## src/sv/vig_pkg.sv

```systemverilog
// ----------------------------------------------------------------------------
// vig_pkg
// Shared sizes, field widths and codes of the alphabet Vigenere cipher.
// ----------------------------------------------------------------------------
package vig_pkg;

  localparam int ALPHA_DEPTH = 64;
  localparam int KEY_DEPTH   = 64;
  localparam int ALPHA_AW    = $clog2(ALPHA_DEPTH);
  localparam int KEY_AW      = (KEY_DEPTH > 1) ? $clog2(KEY_DEPTH) : 1;
  localparam int ALEN_W      = $clog2(ALPHA_DEPTH + 1);
  localparam int KLEN_W      = $clog2(KEY_DEPTH + 1);

  localparam int SYM_W       = 21;
  localparam int SLOT_W      = 6;
  localparam int FUNC_W      = 2;
  localparam int CFG_W       = 7;
  localparam int CFG_IDX_W   = 2;
  localparam int S_TDATA_W   = 32;
  localparam int M_TDATA_W   = 24;

  localparam logic [FUNC_W-1:0] FUNC_LOAD_ALPHA = 2'd0;
  localparam logic [FUNC_W-1:0] FUNC_LOAD_KEY   = 2'd1;
  localparam logic [FUNC_W-1:0] FUNC_TEXT       = 2'd2;

  localparam logic [CFG_IDX_W-1:0] CFG_ALPHA_LEN = 2'd0;
  localparam logic [CFG_IDX_W-1:0] CFG_KEY_LEN   = 2'd1;
  localparam logic [CFG_IDX_W-1:0] CFG_DECRYPT   = 2'd2;

endpackage

```

## src/sv/vig_ram.sv

```systemverilog
// ----------------------------------------------------------------------------
// vig_ram
// Generic single-write, single-read RAM with a registered read port.
// ----------------------------------------------------------------------------
module vig_ram #(
  parameter int WIDTH = 8,
  parameter int DEPTH = 16,
  parameter int AW    = (DEPTH > 1) ? $clog2(DEPTH) : 1
) (
  input  logic             clk,
  input  logic             we,
  input  logic [AW-1:0]    waddr,
  input  logic [WIDTH-1:0] wdata,
  input  logic [AW-1:0]    raddr,
  output logic [WIDTH-1:0] rdata
);

  logic [WIDTH-1:0] mem [DEPTH];

  always_ff @(posedge clk) begin
    if (we) begin
      mem[waddr] <= wdata;
    end
    rdata <= mem[raddr];
  end

endmodule

```

## src/sv/alphabet_vigenere_cipher.sv

```systemverilog
// ----------------------------------------------------------------------------
// alphabet_vigenere_cipher
// Vigenere cipher over a loadable alphabet of code points, searched with one
// shared comparator.
// ----------------------------------------------------------------------------
//  Channel  Direction  Beat contents
//  s_*      in         tuser: func; tdata: symbol, slot, first
//  m_*      out        tuser: in_alphabet; tdata: out_symbol
//  cfg_*    in         register index and value, one write per enabled cycle
//
//  A load beat is written into its table as it is accepted. A text beat
//  keeps s_tready low through one key RAM read, two comparator passes over
//  the alphabet RAM (key symbol, then text symbol), each ending at a match
//  or when the scan runs out, one result read (only on a text match) and one
//  output load, which can stall. Each pass stops at its first match.
//  Reset clears control state only; table contents are undefined until loaded.
//  A result waits in the output register while the next beat is taken; the
//  output load stalls while an earlier result still waits there.
// ----------------------------------------------------------------------------
module alphabet_vigenere_cipher (
  input  logic                             clk,
  input  logic                             rst,
  input  logic                             s_tvalid,
  output logic                             s_tready,
  // func
  input  logic [vig_pkg::FUNC_W-1:0]       s_tuser,
  // symbol [20:0], slot [26:21], first [27], zero [31:28]
  input  logic [vig_pkg::S_TDATA_W-1:0]    s_tdata,
  output logic                             m_tvalid,
  input  logic                             m_tready,
  // in_alphabet
  output logic                             m_tuser,
  // out_symbol [20:0], zero [23:21]
  output logic [vig_pkg::M_TDATA_W-1:0]    m_tdata,
  input  logic                             cfg_we,
  input  logic [vig_pkg::CFG_IDX_W-1:0]    cfg_index,
  input  logic [vig_pkg::CFG_W-1:0]        cfg_data
);

  localparam int AAW = vig_pkg::ALPHA_AW;
  localparam int KAW = vig_pkg::KEY_AW;
  localparam int ALW = vig_pkg::ALEN_W;
  localparam int KLW = vig_pkg::KLEN_W;
  localparam int SW  = vig_pkg::SYM_W;
  localparam int IW  = vig_pkg::ALEN_W + 1;

  typedef enum logic [2:0] {
    ST_IDLE, ST_KEY_RD, ST_SCAN_KEY, ST_SCAN_TXT, ST_OUT_RD, ST_OUT_WR
  } state_t;

  state_t                      state;
  logic [vig_pkg::CFG_W-1:0]   alphabet_length;
  logic [vig_pkg::CFG_W-1:0]   key_length;
  logic                        decrypt_mode;
  logic [KAW-1:0]              key_position;
  logic [KAW-1:0]              kp_cur;
  logic [SW-1:0]               sym;
  logic [ALW-1:0]              scan_cnt;
  logic                        rd_vld;
  logic [AAW-1:0]              rd_idx;
  logic [AAW-1:0]              shift;
  logic [AAW-1:0]              out_idx;
  logic                        found;

  logic [vig_pkg::FUNC_W-1:0]  in_func;
  logic [SW-1:0]               in_symbol;
  logic [vig_pkg::SLOT_W-1:0]  in_slot;
  logic                        in_first;
  logic                        accept;
  logic [ALW-1:0]              alen;
  logic [KLW-1:0]              klen;
  logic [KAW-1:0]              kp_start;
  logic [KAW-1:0]              kp_after;
  logic                        alpha_we;
  logic                        key_we;
  logic [AAW-1:0]              alpha_raddr;
  logic [SW-1:0]               alpha_rdata;
  logic [SW-1:0]               key_rdata;
  logic [SW-1:0]               target;
  logic                        hit;
  logic                        miss;
  logic [AAW-1:0]              issue_addr;
  logic                        issue;
  logic [IW-1:0]               idx_sum;
  logic [AAW-1:0]              idx_next;
  logic                        out_free;

  assign in_func   = s_tuser;
  assign in_symbol = s_tdata[SW-1:0];
  assign in_slot   = s_tdata[SW+vig_pkg::SLOT_W-1:SW];
  assign in_first  = s_tdata[SW+vig_pkg::SLOT_W];

  assign s_tready = (state == ST_IDLE);
  assign accept   = s_tvalid && s_tready;
  assign out_free = !m_tvalid || m_tready;

  always_comb begin
    if (32'(alphabet_length) > vig_pkg::ALPHA_DEPTH) begin
      alen = ALW'(vig_pkg::ALPHA_DEPTH);
    end else begin
      alen = ALW'(alphabet_length);
    end
    if (key_length == '0) begin
      klen = KLW'(1);
    end else if (32'(key_length) > vig_pkg::KEY_DEPTH) begin
      klen = KLW'(vig_pkg::KEY_DEPTH);
    end else begin
      klen = KLW'(key_length);
    end
  end

  always_comb begin
    kp_start = in_first ? '0 : key_position;
    if (32'(kp_start) >= 32'(klen)) begin
      kp_start = '0;
    end
    if (32'(kp_start) + 1 >= 32'(klen)) begin
      kp_after = '0;
    end else begin
      kp_after = KAW'(32'(kp_start) + 1);
    end
  end

  assign alpha_we = accept && (in_func == vig_pkg::FUNC_LOAD_ALPHA)
                    && (32'(in_slot) < vig_pkg::ALPHA_DEPTH);
  assign key_we   = accept && (in_func == vig_pkg::FUNC_LOAD_KEY)
                    && (32'(in_slot) < vig_pkg::KEY_DEPTH);

  assign issue      = (scan_cnt < alen);
  assign issue_addr = AAW'(scan_cnt);

  always_comb begin
    unique case (state)
      ST_SCAN_KEY, ST_SCAN_TXT: alpha_raddr = issue_addr;
      ST_OUT_RD, ST_OUT_WR:     alpha_raddr = out_idx;
      default:                  alpha_raddr = '0;
    endcase
  end

  assign target = (state == ST_SCAN_KEY) ? key_rdata : sym;
  assign hit    = rd_vld && (alpha_rdata == target);
  assign miss   = !rd_vld && !issue;

  always_comb begin
    if (decrypt_mode) begin
      idx_sum = IW'(rd_idx) + IW'(alen) - IW'(shift);
    end else begin
      idx_sum = IW'(rd_idx) + IW'(shift);
    end
    if (idx_sum >= IW'(alen)) begin
      idx_sum = idx_sum - IW'(alen);
    end
    idx_next = AAW'(idx_sum);
  end

  vig_ram #(
    .WIDTH (SW),
    .DEPTH (vig_pkg::ALPHA_DEPTH),
    .AW    (AAW)
  ) u_alpha_ram (
    .clk   (clk),
    .we    (alpha_we),
    .waddr (AAW'(in_slot)),
    .wdata (in_symbol),
    .raddr (alpha_raddr),
    .rdata (alpha_rdata)
  );

  vig_ram #(
    .WIDTH (SW),
    .DEPTH (vig_pkg::KEY_DEPTH),
    .AW    (KAW)
  ) u_key_ram (
    .clk   (clk),
    .we    (key_we),
    .waddr (KAW'(in_slot)),
    .wdata (in_symbol),
    .raddr (kp_cur),
    .rdata (key_rdata)
  );

  always_ff @(posedge clk) begin
    if (rst) begin
      state           <= ST_IDLE;
      alphabet_length <= '0;
      key_length      <= vig_pkg::CFG_W'(1);
      decrypt_mode    <= 1'b0;
      key_position    <= '0;
      kp_cur          <= '0;
      scan_cnt        <= '0;
      rd_vld          <= 1'b0;
      m_tvalid        <= 1'b0;
    end else begin
      if (cfg_we) begin
        unique case (cfg_index)
          vig_pkg::CFG_ALPHA_LEN: alphabet_length <= cfg_data;
          vig_pkg::CFG_KEY_LEN:   key_length      <= cfg_data;
          vig_pkg::CFG_DECRYPT:   decrypt_mode    <= cfg_data[0];
          default: ;
        endcase
      end

      if (m_tvalid && m_tready && state != ST_OUT_WR) begin
        m_tvalid <= 1'b0;
      end

      if (state == ST_SCAN_KEY || state == ST_SCAN_TXT) begin
        if (hit || miss) begin
          scan_cnt <= '0;
          rd_vld   <= 1'b0;
        end else begin
          rd_vld <= issue;
          rd_idx <= issue_addr;
          if (issue) begin
            scan_cnt <= scan_cnt + ALW'(1);
          end
        end
      end

      unique case (state)
        ST_IDLE: begin
          if (accept && in_func == vig_pkg::FUNC_TEXT) begin
            sym          <= in_symbol;
            kp_cur       <= kp_start;
            key_position <= kp_after;
            scan_cnt     <= '0;
            rd_vld       <= 1'b0;
            state        <= ST_KEY_RD;
          end
        end
        ST_KEY_RD: begin
          state <= ST_SCAN_KEY;
        end
        ST_SCAN_KEY: begin
          if (hit) begin
            shift <= rd_idx;
            state <= ST_SCAN_TXT;
          end else if (miss) begin
            shift <= '0;
            state <= ST_SCAN_TXT;
          end
        end
        ST_SCAN_TXT: begin
          if (hit) begin
            found   <= 1'b1;
            out_idx <= idx_next;
            state   <= ST_OUT_RD;
          end else if (miss) begin
            found <= 1'b0;
            state <= ST_OUT_WR;
          end
        end
        ST_OUT_RD: begin
          state <= ST_OUT_WR;
        end
        ST_OUT_WR: begin
          if (out_free) begin
            m_tvalid <= 1'b1;
            m_tuser  <= found;
            m_tdata  <= vig_pkg::M_TDATA_W'(found ? alpha_rdata : sym);
            state    <= ST_IDLE;
          end
        end
        default: state <= ST_IDLE;
      endcase
    end
  end

`ifndef ASSERT_OFF
  a_scan_bound: assert property (@(posedge clk) disable iff (rst)
    (state == ST_SCAN_KEY || state == ST_SCAN_TXT) |-> (scan_cnt <= alen))
    else $error("scan counter beyond alphabet length");

  a_kp_bound: assert property (@(posedge clk) disable iff (rst)
    (state == ST_KEY_RD) |-> (32'(kp_cur) < 32'(klen)))
    else $error("key position beyond key length");

  a_kp_next: assert property (@(posedge clk) disable iff (rst)
    (accept && in_func == vig_pkg::FUNC_TEXT) |=> (32'(key_position) < 32'(klen)))
    else $error("next key position beyond key length");

  a_out_idx: assert property (@(posedge clk) disable iff (rst)
    (state == ST_OUT_RD) |-> (IW'(out_idx) < IW'(alen)))
    else $error("shifted index beyond alphabet length");

  a_out_load: assert property (@(posedge clk) disable iff (rst)
    (state == ST_OUT_WR && out_free) |=> (m_tvalid && state == ST_IDLE))
    else $error("result not delivered to output register");
`endif

endmodule

```

## config.mk

```make
export PLATFORM = sky130hd
export DESIGN_NAME = alphabet_vigenere_cipher
export DESIGN_NICKNAME = d
export VERILOG_FILES = /design/src/sv/vig_pkg.sv /design/src/sv/vig_ram.sv /design/src/sv/alphabet_vigenere_cipher.sv
export SDC_FILE = /design/constraint.sdc
export NUM_CORES = 2
export LEC_CHECK = 0
export ABC_AREA = 1
export BUFFER_PORTS_ARGS = -buffer_cell sky130_fd_sc_hd__clkbuf_2
export CORE_MARGIN = 4
export CORE_UTILIZATION = 55
export CTS_BUF_LIST = sky130_fd_sc_hd__clkbuf_8 sky130_fd_sc_hd__clkbuf_16
export CTS_CLUSTER_SIZE = 8
export DETAILED_ROUTE_END_ITERATION = 8
export PLACE_DENSITY = 0.67
export SLEW_MARGIN = 20
export SYNTH_ARGS = -nofsm -noshare
export SYNTH_HDL_FRONTEND = slang
export SYNTH_SLANG_ARGS = --single-unit
```

## constraint.sdc

```tcl
create_clock -name clk -period 8.3 [get_ports clk]
set_input_delay 1.245 -clock clk [delete_from_list [all_inputs] [get_ports clk]]
set_output_delay 1.245 -clock clk [all_outputs]
set_load 0.02 [all_outputs]
```

==> reports/metrics.cfg <==
[finish]
layout.nets=9763
drive_gt1_share_pct=8.81
syn2layout_area_growth_pct=12.6
fin_area_um2=130000

[power_and_ir_drop]
leakagePower_nw=46.9
ir_drop_uv=238
power_density_nw_per_um2=234

[worst_hold_path]
min_path_type=reg2reg

[floorplan]
io_pins=75
initial_core_util_pct=55.5
dieWidth_um=466
core_area_um2=208000
die_height_um=466
die_area_um2=217000
rows=167

[routing]
viasPerCell=6.13
totalWireLength_mm=323
dr.pass1.iters=7
antenna_left=0
drc=0
num_vias=77100
routedWlPerCell_um=25.7
drt-initial-drc-count=10600

[synth]
yosysMostFrequentCell=edfxtp_1
avgSynthCellArea_um2=12.0
ys_seq_elements=2831
synth.area.top_cells=edfxtp_1 (71%), nand2_1 (5.8%), o21ai_0 (4.0%)
syn-cell-area_um2=116000
synth.distinct_cells=38
synth_flop_cell=edfxtp_1
synth_edf_count=2750
synthCells=9600
synthArstFlopShare_pct=0
ys_seq_area_share_pct=72.9
ys_top_cells_by_count=edfxtp_1 (2750), nand2_1 (1796), nor2_1 (1051)
yosys.area.top_type=edfxtp_1
yosysWarnings=0
synth_top_cell_area_share_pct=71.5

[clocking]
root_buffer=clkbuf_16
cts_inserted_buffers=404
post_cts_resized=0
clock_path_buffers=4
clk_pin_slew_worst_paths_ps=50
tritoncts=done
post_cts_buffers=0
clock-sinks=2831
worst_skew_pair.late_latency_ps=960
cts_hold_buf=0
htreeDepth=5

[sta]
worst_pin_slew_ps=1220
fin_tns_setup_ps=0
finalCriticalPeriod_ps=5020
fin_crit_sh_pct=60.5
final-setup-viol-count=0
fin_skew_ps=49.0
report.final.slew_viol_count=0
max_slew_margin_pct=19.0
fmax_mhz=199
hold_viol=0
rsz0062_at_grt=no

[setup_path]
crit_path_start_kind=register
cp_max_fo=221
endpoint_kind=register
cp_data_required_time_ps=9120
cp.arrival_ps=5850
worstSetupPathType=reg2reg

[global_routing]
grt_first_pass_wirelength_mm=471
grt_pass1_vias=73300
grt_usage_pct=29.2
grt_max_degree=222
grt_overflow=0
antenna_found_initial=24

[run]
drv_cap=0

[placed_design]
port_buffers=67
hpwl_mm=173
place_area_um2=119000
gp_congestion=0.890

[status]
status=completed

## kinds of logic after synthesis
family / after synthesis / synth area share [%]
buffers and inverters: 1196 / 4.03
AO/OA/AOI/OAI: 1771 / 9.09
flip-flops: 2831 / 72.9
adder cells (fa/ha/maj): 57 / 0.669
AND/OR/NAND/NOR: 3729 / 13.2
XOR/XNOR: 13 / 0.0985
multiplexers: 2 / 0.0173
other: 1 / 0.00325
## sequential cells by signal, indices dropped and copies added (netlist names), 7 cells and up
signal             cells
sym                   21
key_length             7
m_tdata               21
u_alpha_ram.mem     1344
u_key_ram.mem       1344
alphabet_length        7
u_key_ram.rdata       21
u_alpha_ram.rdata     21
scan_cnt               7
## layout by cell type (no fill, tap or decap), types with 19 or more instances in the layout
master     netlist  final
edfxtp_1      2750   2750
nand2_1       1796   1793
nor2_1        1051    922
o21ai_0        914    914
nand3_1        769    768
inv_1          570    669
clkbuf_16        0    411
o211ai_1       387    387
o22ai_1        362    362
buf_4            3    206
nor2_2           1     89
dfxtp_1         81     76
nand3b_1        52     52
o221ai_1        49     49
ha_1            49     49
clkbuf_2         0     46
nor2_4           0     41
a21oi_1         38     36
nor3_1          28     26
or2_2           19     19
## critical path: stages, from the launching register on
cell and delay (ps):
dfxtp_1 300, buf_4 240, ha_1 300, inv_2 160
o22ai_4 90, buf_4 340, nand2_8 370, buf_12 590
buf_4 920, nand2_1 130, o211ai_1 140, nand3_1 100
nand3_1 170, nand3_1 220, nand3_1 340, nand2_1 80
## per-layer routing
layer,share of wire [%],track usage [%],vias to the layer above
met1,38,39.8,37600
li1,-,-,34400
met5,0.013,0,-
met3,10,5.95,779
met4,5.0,14.5,6
met2,46,45.1,4366
## through the flow
stage	setup WS, ps	cells	hold WS (ps)	total power [W]	utilization (%)
after detailed placement	3490	12000	449	0.0165	57.3
after floorplan	4440	9602	426	0.0161	-
after global routing	2920	12600	471	0.0313	62.5
after CTS	3460	12600	459	0.0306	62.5
final	3280	12600	462	0.0305	62.5
after global placement	3540	12000	444	0.0165	57.3
## power breakdown
| part | switching (W) | internal, W | total, W |
|---|---|---|---|
| clock | 0.00558 | 0.00869 | 0.0143 |
| sequential | 0.00000967 | 0.0157 | 0.0157 |
| combinational | 0.000412 | 0.0000733 | 0.000486 |
## worst paths after layout
path	startpoint	slack, ps	end	depth (start not counted)
worst max register to register	state[1]	3280	u_alpha_ram.rdata[12]	15
worst min-delay path	key_position[4]	460	key_position[4]	2
worst max-delay path	state[1]	3280	u_alpha_ram.rdata[12]	15
worst min register to register	key_position[4]	460	key_position[4]	2
## area by class of cell
type / count / area (µm²)
Timing Repair Buffer: 266 / 2050
Clock buffer: 411 / 10300
Multi-Input combinational cell: 5575 / 27300
Clock inverter: 114 / 537
Fill cell: 15600 / 78000
Inverter: 580 / 2210
Antenna cell: 9 / 22.5
Tap cell: 2788 / 3490
Sequential cell: 2831 / 84200
Note: power is estimated with default switching activity, not from simulation.
